## src/rtl/assert_macros.svh

```systemverilog
// Assertion macros used by the meter controller RTL.
// With SYNTH defined every macro expands to nothing.
`ifndef ASSERT_MACROS_SVH
`define ASSERT_MACROS_SVH
`ifndef SYNTH
`define ASSERT_RST(label, clk, rstn, prop, msg) \
    label: assert property (@(posedge clk) disable iff (!rstn) prop) else $error(msg);
`define ASSERT_ALWAYS(label, clk, prop, msg) \
    label: assert property (@(posedge clk) prop) else $error(msg);
`else
`define ASSERT_RST(label, clk, rstn, prop, msg)
`define ASSERT_ALWAYS(label, clk, prop, msg)
`endif
`endif

```

## src/rtl/tcem_pkg.sv

```systemverilog
package tcem_pkg;

    localparam int NUM_CH     = 3;
    localparam int CODE_W     = 10;
    localparam int CFG_IDX_W  = 3;
    localparam int CFG_DATA_W = 30;

    localparam logic [15:0] GAIN_RESET = 16'd1024;

    localparam logic [CFG_IDX_W-1:0] CFG_VOLT_GAIN0 = 3'd0;
    localparam logic [CFG_IDX_W-1:0] CFG_VOLT_GAIN1 = 3'd1;
    localparam logic [CFG_IDX_W-1:0] CFG_VOLT_GAIN2 = 3'd2;
    localparam logic [CFG_IDX_W-1:0] CFG_CURR_GAIN0 = 3'd3;
    localparam logic [CFG_IDX_W-1:0] CFG_CURR_GAIN1 = 3'd4;
    localparam logic [CFG_IDX_W-1:0] CFG_CURR_GAIN2 = 3'd5;
    localparam logic [CFG_IDX_W-1:0] CFG_CURR_ZERO  = 3'd6;

    localparam logic CMD_SAMPLE = 1'b0;
    localparam logic CMD_ZERO   = 1'b1;

    typedef enum logic [1:0] {
        MUL_VOLT,
        MUL_AMP,
        MUL_PWR,
        MUL_ENG
    } mul_sel_t;

    typedef enum logic [3:0] {
        S_IDLE,
        S_DECODE,
        S_AMP,
        S_SAT,
        S_ZERO,
        S_PWR,
        S_ENG,
        S_ACC,
        S_DONE
    } state_t;

    typedef struct packed {
        logic     capture;
        mul_sel_t mul_sel;
        logic     ld_volt;
        logic     ld_amp;
        logic     ld_stored;
        logic     ld_pwr;
        logic     wr_sample;
        logic     ld_out;
    } ctrl_cmd_t;

    typedef struct packed {
        logic is_zero;
        logic bad_ch;
        logic out_free;
    } ctrl_status_t;

endpackage

```

## src/rtl/tcem_ctrl.sv

```systemverilog
`include "assert_macros.svh"

module tcem_ctrl (
    input  logic                  aclk,
    input  logic                  aresetn,
    input  logic                  s_valid,
    output logic                  s_ready,
    input  tcem_pkg::ctrl_status_t status,
    output tcem_pkg::ctrl_cmd_t    cmd
);
    import tcem_pkg::*;

    state_t state_reg, state_next;

    always_ff @(posedge aclk) begin
        if (!aresetn) begin
            state_reg <= S_IDLE;
        end else begin
            state_reg <= state_next;
        end
    end

    always_comb begin
        state_next = state_reg;
        cmd        = '0;
        cmd.mul_sel = MUL_VOLT;
        s_ready    = 1'b0;
        unique case (state_reg)
            S_IDLE: begin
                s_ready = 1'b1;
                if (s_valid) begin
                    cmd.capture = 1'b1;
                    state_next  = S_DECODE;
                end
            end
            S_DECODE: begin
                // The voltage product is formed here whatever the command.
                cmd.mul_sel = MUL_VOLT;
                priority if (status.bad_ch) begin
                    state_next = S_DONE;
                end else if (status.is_zero) begin
                    state_next = S_ZERO;
                end else begin
                    state_next = S_AMP;
                end
            end
            S_AMP: begin
                cmd.mul_sel = MUL_AMP;
                cmd.ld_volt = 1'b1;
                state_next  = S_SAT;
            end
            S_SAT: begin
                cmd.ld_amp = 1'b1;
                state_next = S_PWR;
            end
            S_ZERO: begin
                cmd.ld_stored = 1'b1;
                state_next    = S_PWR;
            end
            S_PWR: begin
                cmd.mul_sel = MUL_PWR;
                state_next  = S_ENG;
            end
            S_ENG: begin
                cmd.mul_sel = MUL_ENG;
                cmd.ld_pwr  = 1'b1;
                priority if (status.is_zero) begin
                    state_next = S_DONE;
                end else begin
                    state_next = S_ACC;
                end
            end
            S_ACC: begin
                cmd.wr_sample = 1'b1;
                state_next    = S_DONE;
            end
            S_DONE: begin
                if (status.out_free) begin
                    cmd.ld_out = 1'b1;
                    state_next = S_IDLE;
                end
            end
            default: begin
                state_next = S_IDLE;
            end
        endcase
    end

    `ASSERT_RST(a_out_free, aclk, aresetn, cmd.ld_out |-> status.out_free, "result overwritten")
    `ASSERT_RST(a_wr_sample, aclk, aresetn, cmd.wr_sample |-> (!status.bad_ch && !status.is_zero), "bad sample write")
    `ASSERT_RST(a_accept_decode, aclk, aresetn, (s_valid && s_ready) |=> (state_reg == S_DECODE), "accept lost")
    `ASSERT_ALWAYS(a_reset_idle, aclk, !aresetn |=> (state_reg == S_IDLE), "reset not idle")

endmodule

```

## src/rtl/tcem_datapath.sv

```systemverilog
module tcem_datapath #(
    parameter int ADC_BITS = 10
) (
    input  logic                              aclk,
    input  logic                              aresetn,
    input  logic                              cfg_wr_en,
    input  logic [tcem_pkg::CFG_IDX_W-1:0]    cfg_index,
    input  logic [tcem_pkg::CFG_DATA_W-1:0]   cfg_wdata,
    input  logic                              s_cmd,
    input  logic [1:0]                        s_channel,
    input  logic [tcem_pkg::CODE_W-1:0]       s_volt_code,
    input  logic [tcem_pkg::CODE_W-1:0]       s_amp_code,
    input  logic [15:0]                       s_elapsed_ms,
    input  tcem_pkg::ctrl_cmd_t               cmd,
    output tcem_pkg::ctrl_status_t            status,
    output logic                              m_valid,
    input  logic                              m_ready,
    output logic [1:0]                        m_out_channel,
    output logic [15:0]                       m_volt_mv,
    output logic signed [17:0]                m_amp_ma,
    output logic signed [33:0]                m_power_uw,
    output logic signed [63:0]                m_energy_nj
);
    import tcem_pkg::*;

    localparam logic [CODE_W-1:0] CODE_MASK =
        (ADC_BITS >= CODE_W) ? {CODE_W{1'b1}} : CODE_W'((1 << ADC_BITS) - 1);

    function automatic logic signed [17:0] sat18(input logic signed [18:0] v);
        logic signed [17:0] r;
        if (v[18] != v[17]) begin
            r = v[18] ? 18'sh20000 : 18'sh1FFFF;
        end else begin
            r = v[17:0];
        end
        return r;
    endfunction

    // Configuration registers
    logic [15:0]           volt_gain_reg [NUM_CH];
    logic [15:0]           curr_gain_reg [NUM_CH];
    logic [CFG_DATA_W-1:0] zero_codes_reg;

    always_ff @(posedge aclk) begin
        if (!aresetn) begin
            for (int c = 0; c < NUM_CH; c++) begin
                volt_gain_reg[c] <= GAIN_RESET;
                curr_gain_reg[c] <= GAIN_RESET;
            end
            zero_codes_reg <= '0;
        end else if (cfg_wr_en) begin
            unique case (cfg_index)
                CFG_VOLT_GAIN0: volt_gain_reg[0] <= cfg_wdata[15:0];
                CFG_VOLT_GAIN1: volt_gain_reg[1] <= cfg_wdata[15:0];
                CFG_VOLT_GAIN2: volt_gain_reg[2] <= cfg_wdata[15:0];
                CFG_CURR_GAIN0: curr_gain_reg[0] <= cfg_wdata[15:0];
                CFG_CURR_GAIN1: curr_gain_reg[1] <= cfg_wdata[15:0];
                CFG_CURR_GAIN2: curr_gain_reg[2] <= cfg_wdata[15:0];
                CFG_CURR_ZERO:  zero_codes_reg   <= cfg_wdata;
                default: ;
            endcase
        end
    end

    // Captured transaction
    logic              cmd_reg;
    logic [1:0]        ch_reg;
    logic [CODE_W-1:0] vcode_reg;
    logic [CODE_W-1:0] acode_reg;
    logic [15:0]       ms_reg;

    always_ff @(posedge aclk) begin
        if (cmd.capture) begin
            cmd_reg   <= s_cmd;
            ch_reg    <= s_channel;
            vcode_reg <= s_volt_code & CODE_MASK;
            acode_reg <= s_amp_code & CODE_MASK;
            ms_reg    <= s_elapsed_ms;
        end
    end

    // Per-channel state
    logic [15:0]        volt_store_reg   [NUM_CH];
    logic signed [17:0] amp_store_reg    [NUM_CH];
    logic signed [17:0] offset_store_reg [NUM_CH];
    logic signed [63:0] energy_store_reg [NUM_CH];

    logic               bad_ch;
    logic [15:0]        vgain_rd, cgain_rd, volt_rd;
    logic [CODE_W-1:0]  zero_rd;
    logic signed [17:0] amp_rd, off_rd;
    logic signed [63:0] energy_rd;

    assign bad_ch = (ch_reg >= 2'(NUM_CH));

    always_comb begin
        vgain_rd  = '0;
        cgain_rd  = '0;
        zero_rd   = '0;
        volt_rd   = '0;
        amp_rd    = '0;
        off_rd    = '0;
        energy_rd = '0;
        for (int c = 0; c < NUM_CH; c++) begin
            if (ch_reg == 2'(c)) begin
                vgain_rd  = volt_gain_reg[c];
                cgain_rd  = curr_gain_reg[c];
                zero_rd   = zero_codes_reg[c*CODE_W +: CODE_W];
                volt_rd   = volt_store_reg[c];
                amp_rd    = amp_store_reg[c];
                off_rd    = offset_store_reg[c];
                energy_rd = energy_store_reg[c];
            end
        end
    end

    // Shared multiplier, one product per step
    logic signed [CODE_W:0] diff;
    logic signed [34:0]     mul_a;
    logic signed [16:0]     mul_b;
    logic signed [51:0]     prod_reg;
    logic [15:0]            volt_reg;
    logic signed [17:0]     amp_reg;
    logic signed [33:0]     pwr_reg;

    assign diff = $signed({1'b0, acode_reg}) - $signed({1'b0, zero_rd});

    always_comb begin
        unique case (cmd.mul_sel)
            MUL_VOLT: begin
                mul_a = $signed({{(35-CODE_W){1'b0}}, vcode_reg});
                mul_b = $signed({1'b0, vgain_rd});
            end
            MUL_AMP: begin
                mul_a = 35'(diff);
                mul_b = $signed({1'b0, cgain_rd});
            end
            MUL_PWR: begin
                mul_a = 35'(amp_reg);
                mul_b = $signed({1'b0, volt_reg});
            end
            MUL_ENG: begin
                mul_a = 35'($signed(prod_reg[33:0]));
                mul_b = $signed({1'b0, ms_reg});
            end
            default: begin
                mul_a = '0;
                mul_b = '0;
            end
        endcase
    end

    always_ff @(posedge aclk) begin
        prod_reg <= mul_a * mul_b;
    end

    logic signed [18:0] amp_sum;
    logic signed [18:0] off_diff;
    logic signed [64:0] energy_sum;
    logic signed [63:0] energy_next;

    // The scaled current fits 18 bits, so bits [27:10] are the floored quotient.
    assign amp_sum    = 19'($signed(prod_reg[27:10])) + 19'(off_rd);
    assign off_diff   = 19'(off_rd) - 19'(amp_rd);
    assign energy_sum = 65'(energy_rd) + 65'($signed(prod_reg[49:0]));

    always_comb begin
        if (energy_sum[64] != energy_sum[63]) begin
            energy_next = energy_sum[64] ? {1'b1, 63'b0} : {1'b0, {63{1'b1}}};
        end else begin
            energy_next = energy_sum[63:0];
        end
    end

    always_ff @(posedge aclk) begin
        if (cmd.ld_volt) begin
            volt_reg <= (|prod_reg[51:26]) ? 16'hFFFF : prod_reg[25:10];
        end else if (cmd.ld_stored) begin
            volt_reg <= volt_rd;
        end
        if (cmd.ld_amp) begin
            amp_reg <= sat18(amp_sum);
        end else if (cmd.ld_stored) begin
            amp_reg <= amp_rd;
        end
        if (cmd.ld_pwr) begin
            pwr_reg <= prod_reg[33:0];
        end
    end

    always_ff @(posedge aclk) begin
        if (!aresetn) begin
            for (int c = 0; c < NUM_CH; c++) begin
                volt_store_reg[c]   <= '0;
                amp_store_reg[c]    <= '0;
                offset_store_reg[c] <= '0;
                energy_store_reg[c] <= '0;
            end
        end else begin
            for (int c = 0; c < NUM_CH; c++) begin
                if (ch_reg == 2'(c)) begin
                    if (cmd.wr_sample) begin
                        volt_store_reg[c]   <= volt_reg;
                        amp_store_reg[c]    <= amp_reg;
                        energy_store_reg[c] <= energy_next;
                    end
                    if (cmd.ld_stored) begin
                        offset_store_reg[c] <= sat18(off_diff);
                    end
                end
            end
        end
    end

    // Output register; it holds a finished transaction while the next one runs.
    logic m_valid_reg;

    always_ff @(posedge aclk) begin
        if (!aresetn) begin
            m_valid_reg <= 1'b0;
        end else if (cmd.ld_out) begin
            m_valid_reg <= 1'b1;
        end else if (m_ready) begin
            m_valid_reg <= 1'b0;
        end
    end

    always_ff @(posedge aclk) begin
        if (cmd.ld_out) begin
            m_out_channel <= ch_reg;
            m_volt_mv     <= bad_ch ? '0 : volt_reg;
            m_amp_ma      <= bad_ch ? '0 : amp_reg;
            m_power_uw    <= bad_ch ? '0 : pwr_reg;
            m_energy_nj   <= bad_ch ? '0 : energy_rd;
        end
    end

    assign m_valid         = m_valid_reg;
    assign status.is_zero  = (cmd_reg == CMD_ZERO);
    assign status.bad_ch   = bad_ch;
    assign status.out_free = !m_valid_reg || m_ready;

endmodule

```

## src/rtl/three_channel_energy_meter.sv

```systemverilog
// Sample transaction: accepted in idle, then decode, amp, sat, pwr, eng, acc and done states.
// Zero transaction: decode, zero, pwr, eng and done; unknown channel: decode and done.
// Done waits for a free output register; the next transaction is accepted back in idle.
// One shared 35x17 multiplier forms the voltage, current, power and energy products in turn.
// Reset (aresetn low, synchronous) sets gains to 1024, zero codes and all channel
// state to zero, and empties the output register.
module three_channel_energy_meter #(
    parameter int ADC_BITS = 10
) (
    input  logic                            aclk,
    input  logic                            aresetn,
    input  logic                            cfg_wr_en,
    input  logic [tcem_pkg::CFG_IDX_W-1:0]  cfg_index,
    input  logic [tcem_pkg::CFG_DATA_W-1:0] cfg_wdata,
    input  logic                            s_valid,
    output logic                            s_ready,
    input  logic                            s_cmd,
    input  logic [1:0]                      s_channel,
    input  logic [tcem_pkg::CODE_W-1:0]     s_volt_code,
    input  logic [tcem_pkg::CODE_W-1:0]     s_amp_code,
    input  logic [15:0]                     s_elapsed_ms,
    output logic                            m_valid,
    input  logic                            m_ready,
    output logic [1:0]                      m_out_channel,
    output logic [15:0]                     m_volt_mv,
    output logic signed [17:0]              m_amp_ma,
    output logic signed [33:0]              m_power_uw,
    output logic signed [63:0]              m_energy_nj
);
    import tcem_pkg::*;

    ctrl_cmd_t    cmd;
    ctrl_status_t status;

    tcem_ctrl u_ctrl (
        .aclk    (aclk),
        .aresetn (aresetn),
        .s_valid (s_valid),
        .s_ready (s_ready),
        .status  (status),
        .cmd     (cmd)
    );

    tcem_datapath #(
        .ADC_BITS (ADC_BITS)
    ) u_datapath (
        .aclk          (aclk),
        .aresetn       (aresetn),
        .cfg_wr_en     (cfg_wr_en),
        .cfg_index     (cfg_index),
        .cfg_wdata     (cfg_wdata),
        .s_cmd         (s_cmd),
        .s_channel     (s_channel),
        .s_volt_code   (s_volt_code),
        .s_amp_code    (s_amp_code),
        .s_elapsed_ms  (s_elapsed_ms),
        .cmd           (cmd),
        .status        (status),
        .m_valid       (m_valid),
        .m_ready       (m_ready),
        .m_out_channel (m_out_channel),
        .m_volt_mv     (m_volt_mv),
        .m_amp_ma      (m_amp_ma),
        .m_power_uw    (m_power_uw),
        .m_energy_nj   (m_energy_nj)
    );

endmodule
```

## config.mk

```make
export PLATFORM = sky130hd
export DESIGN_NAME = three_channel_energy_meter
export DESIGN_NICKNAME = d
export VERILOG_FILES = /design/src/rtl/tcem_pkg.sv /design/src/rtl/tcem_ctrl.sv /design/src/rtl/tcem_datapath.sv /design/src/rtl/three_channel_energy_meter.sv
export VERILOG_INCLUDE_DIRS = /design/src /design/src/rtl
export SDC_FILE = /design/constraint.sdc
export NUM_CORES = 2
export LEC_CHECK = 0
export BUFFER_PORTS_ARGS = -buffer_cell sky130_fd_sc_hd__buf_4
export CORE_UTILIZATION = 33
export CTS_BUF_LIST = sky130_fd_sc_hd__clkbuf_4
export DETAILED_ROUTE_END_ITERATION = 7
export SYNTH_ARGS = -nofsm -noshare
export SYNTH_HDL_FRONTEND = slang
export SYNTH_SLANG_ARGS = --single-unit
```

## constraint.sdc

```tcl
create_clock -name aclk -period 23.4 [get_ports aclk]
set_input_delay 2.34 -clock aclk [delete_from_list [all_inputs] [get_ports aclk]]
set_output_delay 2.34 -clock aclk [all_outputs]
set_load 0.02 [all_outputs]
```

==> results.yml <==
critical_path:
  crit_path_end_kind: "flop"
  crit_family: "adder cells"
  r2r_cells: 39
  critical-path-max-stage-delay_ns: 0.70
  crit_path_top_delay_cell: "buf_4"
  critPathKind: "reg2reg"
  crit_path_frequent_cell: "fa_1"
  arrival_ns: 12.12
  r2r_setup_slack_ns: 12.26
  crit_required_ns: 24.38
  start_kind: "flop"
  cp_num_buf_inv: 7
  r2r_start: "u_datapath.ch_reg[0]$_DFFE_PP_"
  r2r_end: "u_datapath.prod_reg[42]$_DFF_P_"
  crit_path_max_fanout: 39
drt:
  topRoutingLayerUsed: "met5"
  ant_nets: 0
  drt-total-wl_mm: 159
  met3_length_mm: 10.7
  vias_per_cell: 5.04
  drt_iter0_drc: 3179
  dr.pass1.iters: 8
  drt-met1-wl_mm: 67.5
  drt-wirelength-per-cell_um: 20.7
  post-route-drc-count: 28
  vias: 38788
  route.met2.wl_mm: 76.4
synth:
  synthArstFlopShare_pct: 0
  synth_area_leaders: "edfxtp_1 37%, fa_1 19%, ha_1 5.3%, inv_1 4.5%, nand2_1 4.2%"
  synth_ff_type: "edfxtp_1"
  ys_seq_elements: 772
  yosys_warnings: 0
  synth_edf_count: 685
  synthMostInstantiatedCell: "edfxtp_1"
  synth-seq-area-share_pct: 40.6
  synth.avg_cell_area_um2: 10.8
  syn_area_mm2: 0.0550
  netlist_top_cells_count: "685 x edfxtp_1, 659 x inv_1, 616 x nand2_1, 525 x fa_1, 352 x nor2_1"
  synth_top_area_share_pct: 37.4
  yosys.area.top_type: "edfxtp_1"
  synth_nets: 5938
  synth.distinct_cells: 90
  synth_cells: 5104
floorplanning:
  die_h_um: 410
  die-area_mm2: 0.168
  rows: 149
  num_io_pins: 213
  core_area_mm2: 0.165
  initial_core_util_pct: 33.3
  die_w_um: 410
place:
  place_ws_ns: 12.29
  dp_hpwl_mm: 120
  portBuffers: 212
  gp_congestion: 0.920
timing:
  clock_skew_ns: 0.0871
  drv_slew: 0
  fin_crit_sh_pct: 47.6
  finalSetupViolCount: 0
  tns_ns: 0
  fin_ws_ns: 12.26
  rsz0062_at_grt: "false"
  timing.fmax_mhz: 89.8
  finalHoldViolations: 0
  worst_pin_slew_ns: 1.26
  slew_headroom_pct: 15.7
  post-route-min-period_ns: 11.14
cts:
  clk_pin_slew_worst_paths_ns: 0.07
  clk_path_buf_depth: 3
  numCtsBuffers: 197
  post_cts_buffers: 0
  clk-insertion-delay-late_ns: 1.17
  tritoncts: "built"
  cts_root_buf: "clkbuf_4"
  cts_hold_buf: 0
  clock_sinks: 772
  htree_levels: 4
  cts_resized: 0
hold_path:
  hp-start: "u_datapath.zero_codes_reg[22]$_SDFFE_PN0P_"
  hp-class: "reg2reg"
  hold-path-endpoint: "u_datapath.zero_codes_reg[22]$_SDFFE_PN0P_"
  whs_path_depth: 2
finish:
  largest_reg_flops: 192
  drive_gt1_share_pct: 13.0
  area_growth_pct: 11.7
  fin_nets: 6185
global_routing:
  overflow: 0
  grt_antenna_before_repair: 12
  grt_pass1_wl_mm: 242
  grt_max_degree: 152
  track_usage_pct: 19.0
  grt_pass1_vias: 39863
pwr:
  p_leak_nw: 26.0
  ir_worst_vdd_mv: 0.131
  powerDensity_mw_per_mm2: 84.5
outcome:
  run_status: "finished, violations left"
  violations: "design-rule violations"
flow_run:
  maxCapViolCount: 0
-- layout by cell type, fill, tap and decap left out, types with 161 or more instances in the layout --
cell type / count
nand2_1: 615
nor2_1: 351
ha_1: 232
clkbuf_4: 275
and2_1: 161
fa_1: 525
inv_1: 659
buf_4: 285
a21oi_1: 284
edfxtp_1: 685
mux2i_1: 161
o21ai_0: 248
-- metal layers --
metal	vias to the layer above	GRT usage [%]
met5	-	0
met2	1341	31.6
met3	240	3.28
met1	19371	24.8
li1	17830	-
met4	6	6.56
-- kinds of logic (layout without fill, tap and decap cells) --
group	count (synthesis)	after routing	share of synthesized area, %
other	0	4	0
multiplexers	161	161	2.93
adder cells (fa/ha/maj)	758	758	24.4
flip-flops	772	772	40.6
AND/OR/NAND/NOR	1389	1389	11.3
XOR/XNOR	141	141	2.25
buffers and inverters	898	1290	6.60
AO/OA/AOI/OAI	985	985	11.9
-- report_power, final --
part | internal, W | switching [W] | total (W)
sequential | 0.00161 | 0.000122 | 0.00174
clock | 0.000591 | 0.000572 | 0.00116
combinational | 0.000894 | 0.00139 | 0.00229
total | 0.00310 | 0.00209 | 0.00519
-- metrics by stage --
| stage | hold slack (ns) | total power (W) | cell area [um^2] | utilization (%) | cells |
|---|---|---|---|---|---|
| final | 0.469 | 0.00519 | 61400 | 37.2 | 7689 |
| after global routing | 0.494 | 0.00557 | 61400 | 37.2 | 7688 |
| after CTS | 0.470 | 0.00522 | 61400 | 37.2 | 7685 |
| after detailed placement | 0.460 | 0.00403 | 58900 | 35.6 | 7341 |
| after global placement | 0.456 | 0.00402 | 58900 | 35.6 | 7341 |
| after floorplan | 0.437 | 0.00340 | 55000 | - | 5104 |
-- cell type report --
| cell class | count | area (um^2) |
|---|---|---|
| Clock buffer | 275 | 2060 |
| Fill cell | 16479 | 104000 |
| Tap cell | 2189 | 2740 |
| Antenna cell | 4 | 10.0 |
| Clock inverter | 69 | 440 |
| Multi-Input combinational cell | 3434 | 29200 |
| Sequential cell | 772 | 22300 |
| Inverter | 659 | 2470 |
| Timing Repair Buffer | 287 | 2180 |
-- worst min-delay path: cells and delay by family, from the launching register on --
kind,cells,cell delay (ns)
simple gates,1,0.05
compound gates,1,0.06
flops,1,0.31
-- worst max-delay path by stage --
stage                     cells past startpoint  slack, ns                      startpoint                               to
after floorplan                              42      12.64  u_datapath.ch_reg[0]$_DFFE_PP_  u_datapath.prod_reg[51]$_DFF_P_
after CTS                                    39      12.23  u_datapath.ch_reg[0]$_DFFE_PP_  u_datapath.prod_reg[42]$_DFF_P_
after global routing                         39      11.48  u_datapath.ch_reg[0]$_DFFE_PP_  u_datapath.prod_reg[42]$_DFF_P_
after global placement                       39      12.41  u_datapath.ch_reg[0]$_DFFE_PP_  u_datapath.prod_reg[42]$_DFF_P_
after detailed placement                     39      12.29  u_datapath.ch_reg[0]$_DFFE_PP_  u_datapath.prod_reg[42]$_DFF_P_
final                                        39      12.26  u_datapath.ch_reg[0]$_DFFE_PP_  u_datapath.prod_reg[42]$_DFF_P_
(Power assumes the default switching activity.)
